--- config.mk ---
export PLATFORM = sky130hd
export DESIGN_NAME = circular_deque_top
export DESIGN_NICKNAME = d
export VERILOG_FILES = /design/src/rtl/core/cdq_pkg.sv /design/src/rtl/core/cdq_ram.sv /design/src/rtl/core/circular_deque_top.sv
export VERILOG_INCLUDE_DIRS = /design/src /design/src/rtl/core
export SDC_FILE = /design/constraint.sdc
export NUM_CORES = 1
export LEC_CHECK = 0
export BUFFER_PORTS_ARGS = -buffer_cell sky130_fd_sc_hd__buf_2
export CAP_MARGIN = 5
export CORE_UTILIZATION = 55
export CTS_CLUSTER_DIAMETER = 50
export DETAILED_ROUTE_END_ITERATION = 7
export PLACE_DENSITY = 0.72
export RECOVER_POWER = 100
export REMOVE_ABC_BUFFERS = 1
export SLEW_MARGIN = 20
export SYNTH_ARGS = -nofsm -noshare
export SYNTH_HDL_FRONTEND = slang
export SYNTH_HIERARCHICAL = 1
export SYNTH_SLANG_ARGS = --single-unit
--- constraint.sdc ---
create_clock -name clk -period 10.61 [get_ports clk]
set_input_delay 0.5305 -clock clk [delete_from_list [all_inputs] [get_ports clk]]
set_output_delay 0.5305 -clock clk [all_outputs]
set_load 0.05 [all_outputs]
--- src/rtl/core/circular_deque_top_macros.svh ---
// ----------------------------------------------------------------------------
// circular_deque_top_macros
// Assertion macros shared by the deque RTL. Each macro expects a clock named
// clk and an active-low asynchronous reset named arst_n in scope.
// ----------------------------------------------------------------------------
`ifndef CIRCULAR_DEQUE_TOP_MACROS_SVH
`define CIRCULAR_DEQUE_TOP_MACROS_SVH

// The consequent must hold in the same cycle as the antecedent.
`define CDQ_ASSERT_SAME(label, ante, cons, msg) \
	label: assert property (@(posedge clk) disable iff (!arst_n) \
		(ante) |-> (cons)) else $error(msg);

// The consequent must hold in the cycle after the antecedent.
`define CDQ_ASSERT_NEXT(label, ante, cons, msg) \
	label: assert property (@(posedge clk) disable iff (!arst_n) \
		(ante) |=> (cons)) else $error(msg);

`endif

--- src/rtl/core/cdq_pkg.sv ---
`timescale 1ns / 1ps
// ----------------------------------------------------------------------------
// cdq_pkg
// Types and constants for the circular deque.
// ----------------------------------------------------------------------------
package cdq_pkg;

	localparam int DEPTH_DEF = 8;
	localparam int WORD_W    = 32;
	localparam int FUNC_W    = 3;

	localparam logic [FUNC_W-1:0] FN_PUSH_FRONT = 3'd0;
	localparam logic [FUNC_W-1:0] FN_PUSH_REAR  = 3'd1;
	localparam logic [FUNC_W-1:0] FN_POP_FRONT  = 3'd2;
	localparam logic [FUNC_W-1:0] FN_POP_REAR   = 3'd3;
	localparam logic [FUNC_W-1:0] FN_QUERY      = 3'd4;

	typedef enum logic [1:0] {
		ST_DONE      = 2'd0,
		ST_OVERFLOW  = 2'd1,
		ST_UNDERFLOW = 2'd2
	} status_t;

	typedef enum logic [1:0] {
		S_IDLE,
		S_READ,
		S_LOAD
	} state_t;

	typedef struct packed {
		logic [FUNC_W-1:0]        func;
		logic signed [WORD_W-1:0] push_value;
	} deque_req_t;

	typedef struct packed {
		status_t                  status;
		logic signed [WORD_W-1:0] front_value;
		logic signed [WORD_W-1:0] rear_value;
		logic                     is_empty;
		logic                     is_full;
	} deque_rsp_t;

endpackage

--- src/rtl/core/cdq_ram.sv ---
`timescale 1ns / 1ps
// ----------------------------------------------------------------------------
// cdq_ram
// Generic single-write, single-read RAM with a registered read port.
// ----------------------------------------------------------------------------
module cdq_ram #(
	parameter int WIDTH = 32,
	parameter int DEPTH = 8,
	localparam int AW   = (DEPTH > 1) ? $clog2(DEPTH) : 1
) (
	input  logic             clk,
	input  logic             we,
	input  logic [AW-1:0]    waddr,
	input  logic [WIDTH-1:0] wdata,
	input  logic [AW-1:0]    raddr,
	output logic [WIDTH-1:0] rdata
);

	logic [WIDTH-1:0] mem [DEPTH];

	always_ff @(posedge clk) begin
		if (we) begin
			mem[waddr] <= wdata;
		end
		rdata <= mem[raddr];
	end

endmodule

--- src/rtl/core/circular_deque_top.sv ---
`timescale 1ns / 1ps
// ----------------------------------------------------------------------------
// circular_deque_top
// Double-ended queue of signed words held in a ring of DEPTH slots.
//
//   Channel  Valid      Stall      Payload  Direction
//   request  req_valid  req_stall  req      into the block
//   response rsp_valid  rsp_stall  rsp      out of the block
//
// Each request steps through S_IDLE, S_READ and S_LOAD: the pointers update
// and the push word is written on acceptance, the two ring copies are read at
// head and tail in S_READ, and the response register loads in S_LOAD.
// Two identical ring copies give one read port for the front and one for
// the rear. The ring needs no clearing after reset; only pointers and flags
// reset. A stalled response holds its register; the next request is taken
// as soon as the response has been loaded.
// ----------------------------------------------------------------------------
`include "circular_deque_top_macros.svh"

module circular_deque_top import cdq_pkg::*; #(
	parameter int DEPTH = DEPTH_DEF
) (
	input  logic       clk,
	input  logic       arst_n,
	input  logic       req_valid,
	output logic       req_stall,
	input  deque_req_t req,
	output logic       rsp_valid,
	input  logic       rsp_stall,
	output deque_rsp_t rsp
);

	localparam int AW = $clog2(DEPTH);
	localparam logic [AW-1:0] LAST = AW'(DEPTH - 1);

	function automatic logic [AW-1:0] idx_inc(input logic [AW-1:0] i);
		idx_inc = (i == LAST) ? '0 : i + 1'b1;
	endfunction

	function automatic logic [AW-1:0] idx_dec(input logic [AW-1:0] i);
		idx_dec = (i == '0) ? LAST : i - 1'b1;
	endfunction

	state_t state_q, state_d;
	logic [AW-1:0] head_q, tail_q, head_d, tail_d;
	logic empty_q, empty_d;
	status_t status_q, status_d;
	logic full_w;
	logic accept;
	logic load_rsp;
	logic wr_en;
	logic [AW-1:0] wr_addr;
	logic [WORD_W-1:0] front_rd, rear_rd;
	logic rsp_valid_q;
	deque_rsp_t rsp_q;

	assign accept = req_valid && !req_stall;
	assign full_w = !empty_q && (idx_inc(tail_q) == head_q);

	// Pointer update and ring write for the request being accepted.
	always_comb begin
		head_d   = head_q;
		tail_d   = tail_q;
		empty_d  = empty_q;
		status_d = ST_DONE;
		wr_en    = 1'b0;
		wr_addr  = '0;
		case (req.func)
			FN_PUSH_FRONT, FN_PUSH_REAR: begin
				if (full_w) begin
					status_d = ST_OVERFLOW;
				end else if (empty_q) begin
					head_d  = '0;
					tail_d  = '0;
					empty_d = 1'b0;
					wr_en   = 1'b1;
				end else if (req.func == FN_PUSH_FRONT) begin
					head_d  = idx_dec(head_q);
					wr_addr = head_d;
					wr_en   = 1'b1;
				end else begin
					tail_d  = idx_inc(tail_q);
					wr_addr = tail_d;
					wr_en   = 1'b1;
				end
			end
			FN_POP_FRONT, FN_POP_REAR: begin
				if (empty_q) begin
					status_d = ST_UNDERFLOW;
				end else if (head_q == tail_q) begin
					head_d  = '0;
					tail_d  = '0;
					empty_d = 1'b1;
				end else if (req.func == FN_POP_FRONT) begin
					head_d = idx_inc(head_q);
				end else begin
					tail_d = idx_dec(tail_q);
				end
			end
			FN_QUERY: begin
				status_d = ST_DONE;
			end
			default: begin
				status_d = ST_DONE;
			end
		endcase
	end

	always_ff @(posedge clk or negedge arst_n) begin
		if (!arst_n) begin
			head_q  <= '0;
			tail_q  <= '0;
			empty_q <= 1'b1;
		end else if (accept) begin
			head_q  <= head_d;
			tail_q  <= tail_d;
			empty_q <= empty_d;
		end
	end

	always_ff @(posedge clk) begin
		if (accept) begin
			status_q <= status_d;
		end
	end

	cdq_ram #(
		.WIDTH (WORD_W),
		.DEPTH (DEPTH)
	) u_ring_front (
		.clk   (clk),
		.we    (accept && wr_en),
		.waddr (wr_addr),
		.wdata (req.push_value),
		.raddr (head_q),
		.rdata (front_rd)
	);

	cdq_ram #(
		.WIDTH (WORD_W),
		.DEPTH (DEPTH)
	) u_ring_rear (
		.clk   (clk),
		.we    (accept && wr_en),
		.waddr (wr_addr),
		.wdata (req.push_value),
		.raddr (tail_q),
		.rdata (rear_rd)
	);

	// Next state.
	always_comb begin
		state_d = state_q;
		case (state_q)
			S_IDLE: begin
				if (req_valid) begin
					state_d = S_READ;
				end
			end
			S_READ: begin
				state_d = S_LOAD;
			end
			S_LOAD: begin
				if (!rsp_valid_q || !rsp_stall) begin
					state_d = S_IDLE;
				end
			end
			default: begin
				state_d = S_IDLE;
			end
		endcase
	end

	// State outputs.
	always_comb begin
		req_stall = 1'b1;
		load_rsp  = 1'b0;
		case (state_q)
			S_IDLE: begin
				req_stall = 1'b0;
			end
			S_READ: begin
				req_stall = 1'b1;
			end
			S_LOAD: begin
				load_rsp = !rsp_valid_q || !rsp_stall;
			end
			default: begin
				req_stall = 1'b1;
			end
		endcase
	end

	always_ff @(posedge clk or negedge arst_n) begin
		if (!arst_n) begin
			state_q     <= S_IDLE;
			rsp_valid_q <= 1'b0;
		end else begin
			state_q <= state_d;
			if (load_rsp) begin
				rsp_valid_q <= 1'b1;
			end else if (!rsp_stall) begin
				rsp_valid_q <= 1'b0;
			end
		end
	end

	always_ff @(posedge clk) begin
		if (load_rsp) begin
			rsp_q.status      <= status_q;
			rsp_q.front_value <= empty_q ? '1 : front_rd;
			rsp_q.rear_value  <= empty_q ? '1 : rear_rd;
			rsp_q.is_empty    <= empty_q;
			rsp_q.is_full     <= full_w;
		end
	end

	assign rsp_valid = rsp_valid_q;
	assign rsp       = rsp_q;

	`CDQ_ASSERT_SAME(a_empty_ptrs_zero, empty_q, (head_q == '0) && (tail_q == '0), "empty deque with nonzero pointers")
	`CDQ_ASSERT_NEXT(a_pop_underflow, accept && empty_q && ((req.func == FN_POP_FRONT) || (req.func == FN_POP_REAR)), (status_q == ST_UNDERFLOW) && empty_q, "pop from empty deque not refused")
	`CDQ_ASSERT_SAME(a_empty_rsp_words, rsp_valid_q && rsp_q.is_empty, (rsp_q.front_value == '1) && (rsp_q.rear_value == '1) && !rsp_q.is_full, "empty response with bad words or full flag")
	`CDQ_ASSERT_NEXT(a_full_refuses_push, accept && full_w && ((req.func == FN_PUSH_FRONT) || (req.func == FN_PUSH_REAR)), (status_q == ST_OVERFLOW) && $stable(head_q) && $stable(tail_q), "push into full deque changed pointers")

endmodule

# After elaboration in Yosys (flattened, before gate mapping)

Memories as Yosys holds them, arrays and structs flattened. A register that Yosys moved wholly into a read port is not among the register bits.
Cells that the tools add are included.

Input port bits: 39
Output and inout bits: 70
Logic and storage cells: 93
RAM bits: 512
Flip-flop bits (word level): 80
Memories kept: 2

Memories:

| memory           | depth | width | rd ports | clocked after memory_dff | wr ports | line          | RTL |
|---|---|---|---|---|---|---|---|
| u_ring_front.mem | 8     | 32    | 1        | 1                        | 1        | cdq_ram.sv:19 | `logic [WIDTH-1:0] mem [DEPTH];` |
| u_ring_rear.mem  | 8     | 32    | 1        | 1                        | 1        | cdq_ram.sv:19 |  |

$add $sub $neg: 4
Eq/ne operators: 18
Reduce and logical (&&, ||, !) cells: 18
Multiplexer cells: 40

Operators by type and width:

| operator                                                                | number |
|---|---|
| 3-bit 2-to-1 mux                                                        | 20 |
| 1-bit 2-to-1 mux                                                        | 12 |
| 3-bit inequality test, second input constant                            | 4 |
| 3-bit case mux with 2 select lines                                      | 2 |
| 6-bit AND reduction                                                     | 2 |
| 3-bit logical NOT                                                       | 3 |
| 2-bit inequality test, second input constant                            | 4 |
| 3-bit by 1-bit adder with 3-bit output, second input constant           | 2 |
| 3-bit by 2-bit equality test with 1-bit output, second input constant   | 2 |
| 3-bit equality test                                                     | 2 |
| 3-bit equality test, second input constant                              | 2 |
| 2-bit 2-to-1 mux                                                        | 3 |
| 2-bit case mux with 3 select lines                                      | 1 |
| 3-bit by 1-bit subtractor with 3-bit output, second input constant      | 2 |
| 2-bit case mux with 2 select lines                                      | 1 |
| 2-bit OR reduction                                                      | 2 |
| 3-bit by 1-bit equality test with 1-bit output, second input constant   | 1 |
| 1-bit logical AND                                                       | 3 |
| 1-bit logical NOT                                                       | 3 |
| 3-bit AND reduction                                                     | 1 |
| 2-bit by 1-bit equality test with 1-bit output, second input constant   | 1 |
| 2-bit equality test, second input constant                              | 1 |
| 2-bit logical NOT                                                       | 1 |
| 2-bit by 1-bit inequality test with 1-bit output, second input constant | 1 |
| 4 further kinds                                                         | 4 |

# Depth between registers and ports, before layout

Gate-level depths: netlist of run 1.

Depth in word-level cells: 9
Gate-level depth with buffers: 10

# Cells and area by module

The synthesis of run 1 kept the hierarchy.

By module, submodules not included:

| module             | times used | area an instance (um^2) | cells an instance | sequential area each (um^2) |
|---|---|---|---|---|
| cdq_ram            | 2          | 10466.3                 | 415               | 8328.0 |
| circular_deque_top | 1          | 3512.1                  | 250               | 2353.5 |

# Worst setup path after synthesis of run 1

Ideal clock, no wire load.

Kind: reg2reg
Start point: register tail_q[1]
End point: memory u_ring_front.mem[0][0] (enable)
Path buffers: 0
Stages on the path, launching flop included: 10
Clock period less this slack: 4.644 ns
Data required time: 10.149 ns
Setup slack: 5.966 ns
Arrival time: 4.183 ns
Setup time: 0.461 ns
Cells stage by stage: dfrtp_1 > ha_1 > ha_1 > or3b_1 > o22ai_1 > nor2_1 > o21ai_0 > nor2_1 > nand2b_1 > nor3_1

RTL lines:

| element                                                                       | line                                               | RTL |
|---|---|---|
| from (decl)                                                                   | circular_deque_top.sv:45                           | `logic [AW-1:0] head_q, tail_q, head_d, tail_d;` |
| from (signal assigned)                                                        | circular_deque_top.sv:116                          | `tail_q <= tail_d;` |
| 3-bit by 1-bit adder with 3-bit output or 3-bit equality test (tied branches) | circular_deque_top.sv:37                           | `idx_inc = (i == LAST) ? '0 : i + 1'b1;` |
| 3-bit 2-to-1 mux (*)                                                          | circular_deque_top.sv:37                           |  |
| 3-bit equality test or 3-bit 2-to-1 mux (tied branches)                       | circular_deque_top.sv:58, circular_deque_top.sv:77 |  |
| 1-bit logical AND or 3-bit 2-to-1 mux (tied branches)                         | circular_deque_top.sv:58, circular_deque_top.sv:72 |  |
| 3-bit 2-to-1 mux (*)                                                          | circular_deque_top.sv:70                           | `if (full_w) begin` |
| 3-bit 2-to-1 mux (*)                                                          | circular_deque_top.sv:68                           | `case (req.func)` |
| net wr_addr[2]                                                                | circular_deque_top.sv:52                           | `logic [AW-1:0] wr_addr;` |
| to (decl)                                                                     | cdq_ram.sv:19                                      |  |

The timed path passes the listed nets; every way through them passes the cells marked *.

# Worst setup path in the final report of run 1

Start point: register head_q[2]
End point: memory u_ring_front.mem[2][9] (enable)

RTL lines:

| element                | line                      | RTL |
|---|---|---|
| from (decl)            | circular_deque_top.sv:45  |  |
| from (signal assigned) | circular_deque_top.sv:111 | `head_q <= '0;` |
| from (signal assigned) | circular_deque_top.sv:115 | `head_q <= head_d;` |
| 3-bit logical NOT      | circular_deque_top.sv:41  | `idx_dec = (i == '0) ? LAST : i - 1'b1;` |
| 3-bit 2-to-1 mux       | circular_deque_top.sv:41  |  |
| 3-bit 2-to-1 mux       | circular_deque_top.sv:77  | `end else if (req.func == FN_PUSH_FRONT) begin` |
| 3-bit 2-to-1 mux       | circular_deque_top.sv:72  | `end else if (empty_q) begin` |
| 3-bit 2-to-1 mux (*)   | circular_deque_top.sv:70  |  |
| 3-bit 2-to-1 mux (*)   | circular_deque_top.sv:68  |  |
| net wr_addr[0]         | circular_deque_top.sv:52  |  |

Marked as above.

==> reports/results.ini, run 1 <==
[sta]
layout_min_cycle_time_ns=7.24
tightest_slew_ns=4.30
setup_tns_ns=0
hold_violations=0
setup_viol=0
fmax_ghz=0.138
rsz0062_at_grt=false
period_share=0.683
finClkSkew_ns=0.0242
slew_headroom=-1.87
timing_max_transition_violations_final=498

[placed_design]
place_congestion=0.824
io_buffers=108
dp_hpwl_um=25300

[global_routing]
grt_pass1_wl_um=68900
grtUsageTotal=0.212
grt_pass1_vias=11100
use_met3=0.0388
gr-usage-met2=0.346
grt_max_degree=77
met1_usage=0.289
overflow=0
antenna_found_initial=1
grt.busiest_layer=met2

[yosys]
synthArstFlopShare=0.0152
synth_cell_types=44
synth_area_per_cell_um2=22.6
ys_warn_count=6
ys_seq_area_frac=0.778
yosys_most_used_dff=edfxtp_1
synth_seq_cells=656
synth_edf_count=582
syn_area_um2=24400
synth_cells=1080

[finish]
num_antenna_cells=0
drive_above_1_share=0.232
mostFrequentLayoutCells=582 x edfxtp_1, 134 x clkbuf_1, 80 x mux4_1
nets=1275
mostFrequentLayoutCell=edfxtp_1
fin_util=0.637
syn_to_final_growth_pct=13.2

[worst_setup_path]
r2r_cells=7
crit_path_end=u_ring_front/mem[2][9]$_DFFE_PP_
critPathLaunchType=flip-flop
criticalPathCategory=flip-flop to flip-flop
slowest_stage=clkbuf_1
cp_cell_sequence=clkbuf_1, o21ai_0, a21oi_1, nor2_1, nand2b_1, nor2_1, clkbuf_1
worstPathMaxFanout=71
rr_endpoint=u_ring_front/mem[2][9]$_DFFE_PP_
rrSetupSlack_ns=3.37
cp-end-kind=flip-flop
regToRegStartpoint=head_q[2]$_DFFE_PN0P_
required_ns=10.78
crit_path_start=head_q[2]$_DFFE_PN0P_
cpPeakStageDelay_ns=2.90
worstPathArrival_ns=7.42

[clock_network]
htreeDepth=3
clkTransAtPathRegs_ns=0.06
root_buffer=clkbuf_16
cts_tree=done
cts_max_path_buffers=3
clk_latency_ns=0.59
numCtsBuffers=67
post_cts_buffers=0
clock_sinks=656

[worst_hold_path]
hp-class=input port to flip-flop

[floorplanning]
ios=109
rows=76
chipHeight_um=213
core-area_um2=43500
start_util=0.563
die_w_um=213
die_area_um2=45300

[power]
ir_worst_vdd_mv=0.198
power.internal_uw=5390
clkPwrFrac=0.319
power.density_nw_per_um2=270
seqPwrFrac=0.447
p_leak_uw=0.00912
p_sw_uw=2070
p_sw_frac=0.277
pwr-share-comb=0.234

[drt]
num_vias=10700
drtPass1Iterations=5
wl_per_cell_um=24.7
wl_um=46200
avgViaCountPerCell=5.75
ant_nets=0
drc=0
drt_iter0_drc=1039

[flow_run]
drv_cap=12

[status]
violations=max-capacitance violations, max-slew violations
status=complete, but fails checks

synth_stat cells, types with 2 or more instances:
| cell | instances | area, um2 |
|---|---|---|
| nor2b_1 | 3 | 18.8 |
| nor2_1 | 22 | 82.6 |
| dfxtp_1 | 64 | 1280 |
| xor2_2 | 3 | 48.8 |
| mux2i_1 | 5 | 50.1 |
| mux4_1 | 80 | 2100 |
| nor3_1 | 11 | 55.1 |
| and2_1 | 2 | 12.5 |
| or2_2 | 65 | 407 |
| o22ai_1 | 2 | 12.5 |
| nand2_1 | 11 | 41.3 |
| buf_2 | 12 | 60.1 |
| nand2b_1 | 8 | 50.1 |
| ha_1 | 8 | 100 |
| dfrtp_1 | 9 | 225 |
| o21ai_0 | 6 | 30.0 |
| a21oi_1 | 8 | 40.0 |
| edfxtp_1 | 582 | 17500 |
| mux2_2 | 66 | 743 |
| buf_6 | 17 | 191 |
| buf_1 | 8 | 30.0 |
| nor3_2 | 2 | 20.0 |
| inv_1 | 9 | 33.8 |
| clkbuf_1 | 9 | 33.8 |
| xor2_1 | 2 | 17.5 |
| mux4_2 | 48 | 1080 |
routing by layer:
| metal | part of all wire | wire length (um) |
|---|---|---|
| met5 | 0.00022 | 10 |
| met4 | 0.024 | 1120 |
| met3 | 0.050 | 2320 |
| met2 | 0.50 | 23200 |
| met1 | 0.42 | 19500 |
power groups by stage:
stage	Combinational, uW	Clock [uW]	Sequential, uW
final	1750	2380	3330
after global placement	1740	0	3370
after floorplan	979	0	3670
after detailed placement	1750	0	3380
after global routing	1870	2520	3360
after CTS	1770	2420	3330
final cells by class:
class,instances,area [um2]
Timing Repair Buffer,126,509
Inverter,9,33.8
Tap cell,585,732
Fill cell,2893,15800
Clock inverter,26,327
Sequential cell,656,19000
Clock buffer,98,1940
Multi-Input combinational cell,368,5110
kinds of logic (layout without fill, tap and decap cells):
kind of cell,count (synthesis),after routing,share of synthesized area
DFF,656,656,0.778
muxes,200,200,0.163
and+or+nand+nor,130,130,0.0301
buffers and inverters,56,259,0.0147
AOI/OAI and AO/OA,25,25,0.00742
adders and majority gates,8,8,0.00409
xor gates and xnor gates,5,5,0.00271
sequential cells by signal (all words and copies together), names as in the netlist, 2 cells and up:
| register | count |
|---|---|
| u_ring_rear/mem | 256 |
| status_q | 2 |
| tail_q | 3 |
| state_q | 2 |
| head_q | 3 |
| u_ring_front/mem | 256 |
| u_ring_rear/rdata | 32 |
| u_ring_front/rdata | 32 |
| rsp | 68 |
stage by stage:
step,cell area (um2),setup slack [ns],std cells,hold WS (ns),power [uW]
5_1_grt,27700,2.86,1868,0.234,7760
2_1_floorplan,24100,3.95,1033,0.235,4650
6_report,27700,3.37,1868,0.218,7460
4_1_cts,27900,6.04,1861,0.198,7520
3_5_place_dp,25600,6.04,1736,0.413,5130
3_3_place_gp,25600,6.28,1736,0.402,5110
critical path, delay by kind of cell (launching register included):
kind                   cells  cell delay [ns]
and+or+nand+nor            3             1.34
DFF                        1             0.34
buffers and inverters      2             4.11
AOI/OAI and AO/OA          2             1.01
repair_timing:
action | in CTS | in global routing
setup endpoints to repair | 0 | 0
gates resized for setup | 0 | 0
hold endpoints to repair | 9 | 0
hold buffers | 1 | 0
worst min path at each step:
stage / startpoint / to / slack (ns) / cells past startpoint
global placement: status_q[0]$_DFFE_PP_ / rsp[66]$_DFFE_PP_ / 0.40 / 0
global route: rsp_stall / rsp_valid$_DFFE_PN0P_ / 0.23 / 3
detailed placement: arst_n / state_q[0]$_DFFE_PN0P_ / 0.41 / 1
CTS: rsp_stall / rsp_valid$_DFFE_PN0P_ / 0.20 / 3
finish: rsp_stall / rsp_valid$_DFFE_PN0P_ / 0.22 / 3
floorplan: arst_n / head_q[0]$_DFFE_PN0P_ / 0.23 / 0
No activity file was read; power rests on OpenSTA's default activity.
==> inputs of run 2 (changes only) <==
--- a/config.mk
+++ b/config.mk
@@ -6,6 +6,7 @@
 export SDC_FILE = /design/constraint.sdc
 export NUM_CORES = 1
 export LEC_CHECK = 0
+export ABC_AREA = 1
 export BUFFER_PORTS_ARGS = -buffer_cell sky130_fd_sc_hd__buf_2
 export CAP_MARGIN = 5
 export CORE_UTILIZATION = 55
==> constraint.sdc (replaced) <==
create_clock -name clk -period 7.25 [get_ports clk]
set_input_delay 0.3625 -clock clk [delete_from_list [all_inputs] [get_ports clk]]
set_output_delay 0.3625 -clock clk [all_outputs]
set_load 0.05 [all_outputs]
==> run 2 against run 1 <==
Design area up 8.9%. Register-to-register slack worse by 1.5 ns. Die area increased by 11%. The run still ends with max-capacitance violations, max-slew violations left. Worst setup slack got worse by 1.5 ns. Synthesized area is 11% higher. Non-clock buffer count decreased by 7. Via count rose by 61%. Critical endpoint is now u_ring_front/mem[2][16]$_DFFE_PP_.
==> reports/results.ini, run 2 <==
[placed_design]
dp_hpwl_um=37100  ; +47%
io_buffers=108  ; unchanged
place_ws_ns=3.28  ; -2.76 ns
place_congestion=0.892  ; +8.3%

[clock_network]
cts_max_path_buffers=3  ; unchanged
clkTransAtPathRegs_ns=0.06  ; about the same
clk_latency_ns=0.62  ; +0.03 ns
numCtsBuffers=68  ; +1.5%
post_cts_buffers=0  ; unchanged
cts_tree=done
root_buffer=clkbuf_16
htreeDepth=3  ; unchanged
clock_sinks=656  ; unchanged
ctsResizeCount=0  ; unchanged

[floorplanning]
start_util=0.557  ; -0.00521
ios=109  ; unchanged
core-area_um2=48800  ; +12%
die_area_um2=50400  ; +11%
die_w_um=224  ; +5.5%
rows=81  ; +6.6%
chipHeight_um=224  ; +5.5%

[drt]
drtPass1Iterations=6  ; +1
drc=0  ; unchanged
num_vias=17300  ; +61%
ant_nets=0  ; unchanged
avgViaCountPerCell=5.09  ; -12%
drt_iter0_drc=1720  ; +66%
wl_per_cell_um=18.3  ; -26%
wl_um=62300  ; +35%

[power]
p_leak_uw=0.0134  ; +47%
p_total_uw=11600  ; +55%
clkPwrFrac=0.286  ; -0.033
p_sw_uw=4100  ; +99%
seqPwrFrac=0.423  ; -0.024
power.internal_uw=7460  ; +38%
pwr-share-comb=0.291  ; +0.057
power.density_nw_per_um2=384  ; +42%
ir_worst_vdd_mv=0.240  ; +21%
p_sw_frac=0.355  ; +0.0780

[worst_setup_path]
cp-end-kind=flip-flop
slowest_stage=dfrtp_1
path_common_cell=o21ai_0
worstPathArrival_ns=5.52  ; -1.90 ns
criticalPathCategory=flip-flop to flip-flop
critPathLaunchType=flip-flop
r2r_cells=9  ; +2
cpPeakStageDelay_ns=1.98  ; -0.92 ns
cp_cell_sequence=inv_2, ha_1, o21ai_0, o21ai_0, a22oi_1, nor2_1, inv_1, nand2_1, nor2_2
worstPathMaxFanout=69  ; -2.8%
rrSetupSlack_ns=1.90  ; -1.47 ns
regToRegStartpoint=head_q[0]$_DFFE_PN0P_
rr_endpoint=u_ring_front/mem[2][16]$_DFFE_PP_
required_ns=7.42  ; -3.36 ns

[yosys]
synth_top_area_frac=0.642  ; -0.0730
synth_edf_count=582  ; unchanged
syn_area_um2=27200  ; +11%
yosys_most_used_dff=edfxtp_1
ys_warn_count=6  ; unchanged
synth_top_cell_by_area=edfxtp_1
synthArstFlopShare=0.0152  ; unchanged
yosys.cell_count.top_type=nand2_1
ys_seq_area_frac=0.698  ; -0.0794
ys_top_cells_by_area=edfxtp_1 64%, nand2_1 12%, inv_1 7.4%
synth_common_cells=887 x nand2_1, 582 x edfxtp_1, 540 x inv_1, 259 x nand3_1, 65 x or2_2
synth_cells=2595  ; +140%
synth_area_per_cell_um2=10.5  ; -54%
synth_seq_cells=656  ; unchanged
synth_cell_types=28  ; -36%

[sta]
finClkSkew_ns=0.0338  ; +0.00956 ns
period_share=0.738  ; +0.0555
timing_max_transition_violations_final=439  ; -12%
hold_violations=0  ; unchanged
slew_headroom=-1.79  ; +0.0781
setup_tns_ns=0  ; unchanged
tightest_slew_ns=4.19  ; -0.117 ns
rsz0062_at_grt=false
setup_viol=0  ; unchanged
worst_slack_ns=1.90  ; -1.47 ns
fmax_ghz=0.187  ; +35%
layout_min_cycle_time_ns=5.35  ; -1.89 ns

[status]
status=complete, but fails checks
violations=max-capacitance violations, max-slew violations

[worst_hold_path]
holdPathEnd=rsp_valid$_DFFE_PN0P_
min_from=rsp_stall
hp-class=input port to flip-flop
holdPathStages=3  ; unchanged

[finish]
nets=2728  ; +110%
mostFrequentLayoutCell=nand2_1
multi_input_area_um2=5590  ; +9.4%
fin_util=0.617  ; -0.0199
mostFrequentLayoutCells=888 x nand2_1, 582 x edfxtp_1, 538 x inv_1
fill_cells=3838  ; +33%
regArea_um2=19000  ; about the same
drive_above_1_share=0.0786  ; -0.154
syn_to_final_growth_pct=10.7

[global_routing]
grt_pass1_wl_um=94500  ; +37%
grt_pass1_vias=16600  ; +50%
grt_max_degree=107  ; +39%
grtUsageTotal=0.252  ; +0.0400
antenna_found_initial=3  ; +2
overflow=0  ; unchanged

[flow_run]
drv_cap=10  ; -2

## run 2: how the worst max path moves through the flow
| stage | start | end | slack [ns] | depth (start not counted) |
|---|---|---|---|---|
| 2_1_floorplan | tail_q[0]$_DFFE_PN0P_ | u_ring_front/mem[7][0]$_DFFE_PP_ | 1.57 | 12 |
| 3_3_place_gp | tail_q[1]$_DFFE_PN0P_ | u_ring_front/mem[5][24]$_DFFE_PP_ | 3.38 | 12 |
| 3_5_place_dp | tail_q[1]$_DFFE_PN0P_ | u_ring_front/mem[0][20]$_DFFE_PP_ | 3.28 | 12 |
| 4_1_cts | tail_q[1]$_DFFE_PN0P_ | u_ring_front/mem[1][12]$_DFFE_PP_ | 3.25 | 12 |
| 5_1_grt | head_q[0]$_DFFE_PN0P_ | u_ring_front/mem[3][11]$_DFFE_PP_ | 1.54 | 9 |
| 6_report | head_q[0]$_DFFE_PN0P_ | u_ring_front/mem[2][16]$_DFFE_PP_ | 1.90 | 9 |
## run 2: cells by family after synthesis
family | count (synthesis) | synth area share
XOR/XNOR | 4 | 0.00129
AO/OA/AOI/OAI | 24 | 0.00515
flip-flops | 656 | 0.698
adder cells (fa/ha/maj) | 8 | 0.00368
AND/OR/NAND/NOR | 1252 | 0.193
buffers and inverters | 651 | 0.0990
## run 2: power by group through the flow
stage	Clock, uW	Combinational [uW]	Sequential (uW)
finish	3310	3370	4880
global route	3500	3690	4930
CTS	3360	3350	4880
detailed placement	0	3320	4950
global placement	0	3260	4950
floorplan	0	1840	5320
## run 2: per-layer routing
layer  wire [um]  track usage  vias up
met5           0            0        -
met4        2620        0.125        0
met3        5300       0.0466      129
met2       29000        0.398      723
met1       25400        0.337     8191
li1            -            -     8273
## run 2: critical path: cells and delay by family, from the launching register on
family	cells	cell delay, ns
flip-flops	1	1.98
AND/OR/NAND/NOR	3	1.77
AO/OA/AOI/OAI	3	0.56
adder cells (fa/ha/maj)	1	0.32
buffers and inverters	2	0.24
## run 2: what timing repair did
item / in CTS / in global routing
setup endpoints to repair: 0 / 0
hold endpoints to repair: 10 / 0
hold buffers: 1 / 0
## run 2: final cells by class
| cell class | count | area share |
|---|---|---|
| flip-flops and latches | 656 | 0.631 |
| clock buffers | 93 | 0.0630 |
| repair buffers | 119 | 0.0170 |
| diodes | 3 | 0.000249 |
| multi-input cells | 1288 | 0.186 |
| well taps | 664 | 0.0276 |
| inverters | 548 | 0.0684 |
| clock inverters | 30 | 0.00714 |
## run 2: per-stage QoR
stage | cells | hold slack (ns) | area, um2
after detailed placement | 3273 | 0.264 | 28200
after global placement | 3273 | 0.269 | 28200
after floorplan | 2492 | 0.0669 | 26600
after global routing | 3401 | 0.0820 | 30100
after CTS | 3397 | 0.0420 | 30300
final | 3401 | 0.0717 | 30100
==> inputs of run 3 (changes only) <==
--- a/config.mk
+++ b/config.mk
@@ -12,7 +12,7 @@
 export CORE_UTILIZATION = 55
 export CTS_CLUSTER_DIAMETER = 50
 export DETAILED_ROUTE_END_ITERATION = 7
-export PLACE_DENSITY = 0.72
+export PLACE_DENSITY = 0.75
 export RECOVER_POWER = 100
 export REMOVE_ABC_BUFFERS = 1
 export SLEW_MARGIN = 20
==> constraint.sdc (replaced) <==
create_clock -name clk -period 4.4 [get_ports clk]
set_input_delay 0.22 -clock clk [delete_from_list [all_inputs] [get_ports clk]]
set_output_delay 0.22 -clock clk [all_outputs]
set_load 0.05 [all_outputs]
==> run 3 against run 2 <==
Register-to-register slack lost 1.1 ns. Sequential power increased by 60%. Worst setup slack worse by 1.1 ns. The run still ends with max-capacitance violations, max-slew violations left. Largest power group unchanged. Largest cell class unchanged.
==> reports/results.ini, run 3 (synthesis results as in run 2) <==
[global_routing]
grt_pass1_wl_um=92400  ; -2.2%
antenna_found_initial=4  ; +1
overflow=0  ; unchanged
grt_max_degree=106  ; -0.93%
grt_pass1_vias=16900  ; +2.2%
grtUsageTotal=0.241  ; -0.0108

[drt]
ant_nets=0  ; unchanged
avgViaCountPerCell=5.10  ; +0.18%
met1Wirelength_um=25900  ; +2.0%
wl_um=59500  ; -4.5%
drtPass1Iterations=6  ; unchanged
drc=0  ; unchanged
drt_iter0_drc=1902  ; +11%
num_vias=17400  ; +0.59%
highest_layer=met4
wl_per_cell_um=17.4  ; -4.8%
met2_length_um=28000  ; -3.7%
wl_met3_um=4580  ; -14%

[placed_design]
dpl_cell_area_um2=28300  ; +0.42%
place_congestion=0.826  ; -7.4%
place_ws_ns=1.02  ; -2.25 ns
dp_hpwl_um=34300  ; -7.6%
io_buffers=108  ; unchanged

[status]
violations=max-capacitance violations, max-slew violations
status=complete, but fails checks

[worst_setup_path]
cp-end-kind=flip-flop
criticalPathCategory=flip-flop to flip-flop
path_common_cell=nand2_1
worstPathArrival_ns=4.11  ; -1.41 ns
crit_path_start=head_q[0]$_DFFE_PN0P_
required_ns=4.87  ; -2.55 ns
cp_cell_sequence=clkbuf_2, clkbuf_2, nand2_1, nand3_1, nand2_1, nand2_1, nand2_1
critPathLaunchType=flip-flop
rr_endpoint=u_ring_front/rdata[30]$_DFF_P_
regToRegStartpoint=head_q[0]$_DFFE_PN0P_
cpPeakStageDelay_ns=1.42  ; -0.56 ns
path_delay_family=buffers and inverters
path_buf_inv=2  ; unchanged
slowest_stage=clkbuf_2
r2r_cells=7  ; -2
worstPathMaxFanout=81  ; +17%
rrSetupSlack_ns=0.76  ; -1.14 ns

[finish]
nets=2745  ; +0.62%
drive_above_1_share=0.0825  ; +0.00391
mostFrequentLayoutCells=889 x nand2_1, 582 x edfxtp_1, 538 x inv_1
design_area_um2=30300  ; +0.49%
mostFrequentLayoutCell=nand2_1
fill_cells=3824  ; -0.36%
syn_to_final_growth_pct=11.3

[sta]
hold_violations=0  ; unchanged
setup_viol=0  ; unchanged
worst_slack_ns=0.761  ; -1.14 ns
tightest_slew_ns=1.89  ; -2.30 ns
timing_max_transition_violations_final=329  ; -25%
period_share=0.827  ; +0.0889
fmax_ghz=0.275  ; +47%
finClkSkew_ns=0.0266  ; -0.00717 ns
layout_min_cycle_time_ns=3.64  ; -1.71 ns
setup_tns_ns=0  ; unchanged
rsz0062_at_grt=false
slew_headroom=-0.258  ; +1.53

[floorplanning]
ios=109  ; unchanged
chipHeight_um=224  ; unchanged
start_util=0.557  ; unchanged
rows=81  ; unchanged
die_w_um=224  ; unchanged
core-area_um2=48800  ; unchanged
die_area_um2=50400  ; unchanged

[clock_network]
numCtsBuffers=68  ; unchanged
htreeDepth=3  ; unchanged
post_cts_buffers=0  ; unchanged
cts_max_path_buffers=3  ; unchanged
clock_sinks=656  ; unchanged
root_buffer=clkbuf_16
clkTransAtPathRegs_ns=0.06  ; about the same
clk_latency_ns=0.59  ; -0.03 ns
cts_tree=done

[worst_hold_path]
min_from=req_valid
hp-class=input port to flip-flop
holdPathStages=3  ; unchanged
holdPathEnd=state_q[0]$_DFFE_PN0P_

[flow_run]
drv_cap=4  ; -6

[power]
p_leak_uw=0.0135  ; +0.76%
ir_worst_vdd_mv=0.352  ; +46%
power.density_nw_per_um2=630  ; +64%

## run 3: where the power goes
part	total, uW	switching, uW	internal [uW]
logic	5680	4130	1550
clock network	5610	2320	3290
registers	7790	220	7570
## run 3: metal layers
| layer | vias up | track usage |
|---|---|---|
| li1 | 8304 | - |
| met1 | 8321 | 0.342 |
| met2 | 695 | 0.388 |
| met3 | 98 | 0.0359 |
| met4 | 0 | 0.0729 |
| met5 | - | 0 |
## run 3: metrics by stage
| step | util | std cells | hold slack, ns | total power (uW) |
|---|---|---|---|---|
| finish | 0.620 | 3415 | 0.0484 | 19100 |
| global placement | 0.579 | 3289 | 0.120 | 13400 |
| global route | 0.620 | 3414 | 0.0866 | 20100 |
| floorplan | - | 2492 | -0.0756 | 11800 |
| CTS | 0.624 | 3414 | 0.0217 | 19200 |
| detailed placement | 0.579 | 3289 | 0.122 | 13500 |
## run 3: what timing repair did
action / CTS / global route
endpoints found under the hold margin: 13 / 0
resized for setup: 0 / 0
hold buffers: 3 / 0
## run 3: how the worst max path moves through the flow
stage / slack, ns / endpoint / depth (start not counted)
after CTS: 1.00 / u_ring_rear/mem[5][31]$_DFFE_PP_ / 11
after global routing: 0.57 / u_ring_front/rdata[30]$_DFF_P_ / 7
final: 0.76 / u_ring_front/rdata[30]$_DFF_P_ / 7
after detailed placement: 1.02 / u_ring_rear/mem[5][31]$_DFFE_PP_ / 11
after floorplan: -1.28 / u_ring_front/mem[7][0]$_DFFE_PP_ / 12
after global placement: 1.06 / u_ring_rear/mem[4][31]$_DFFE_PP_ / 12
## run 3: final cells by class
type / count / area (um2) / area share
antenna: 1 / 2.50 / 0.0000826
tap: 664 / 831 / 0.0274
sequential: 656 / 19000 / 0.628
clock buffer: 89 / 1860 / 0.0615
timing repair buffer: 136 / 587 / 0.0194
inverter: 548 / 2060 / 0.0681
clock inverter: 33 / 304 / 0.0100
multi-input combinational: 1288 / 5620 / 0.186
## run 3: worst reg2reg max path: cells and delay by family, from the launching register on
family,cells,cell delay [ns]
buffers and inverters,2,2.38
and+or+nand+nor,5,0.72
DFF,1,0.44
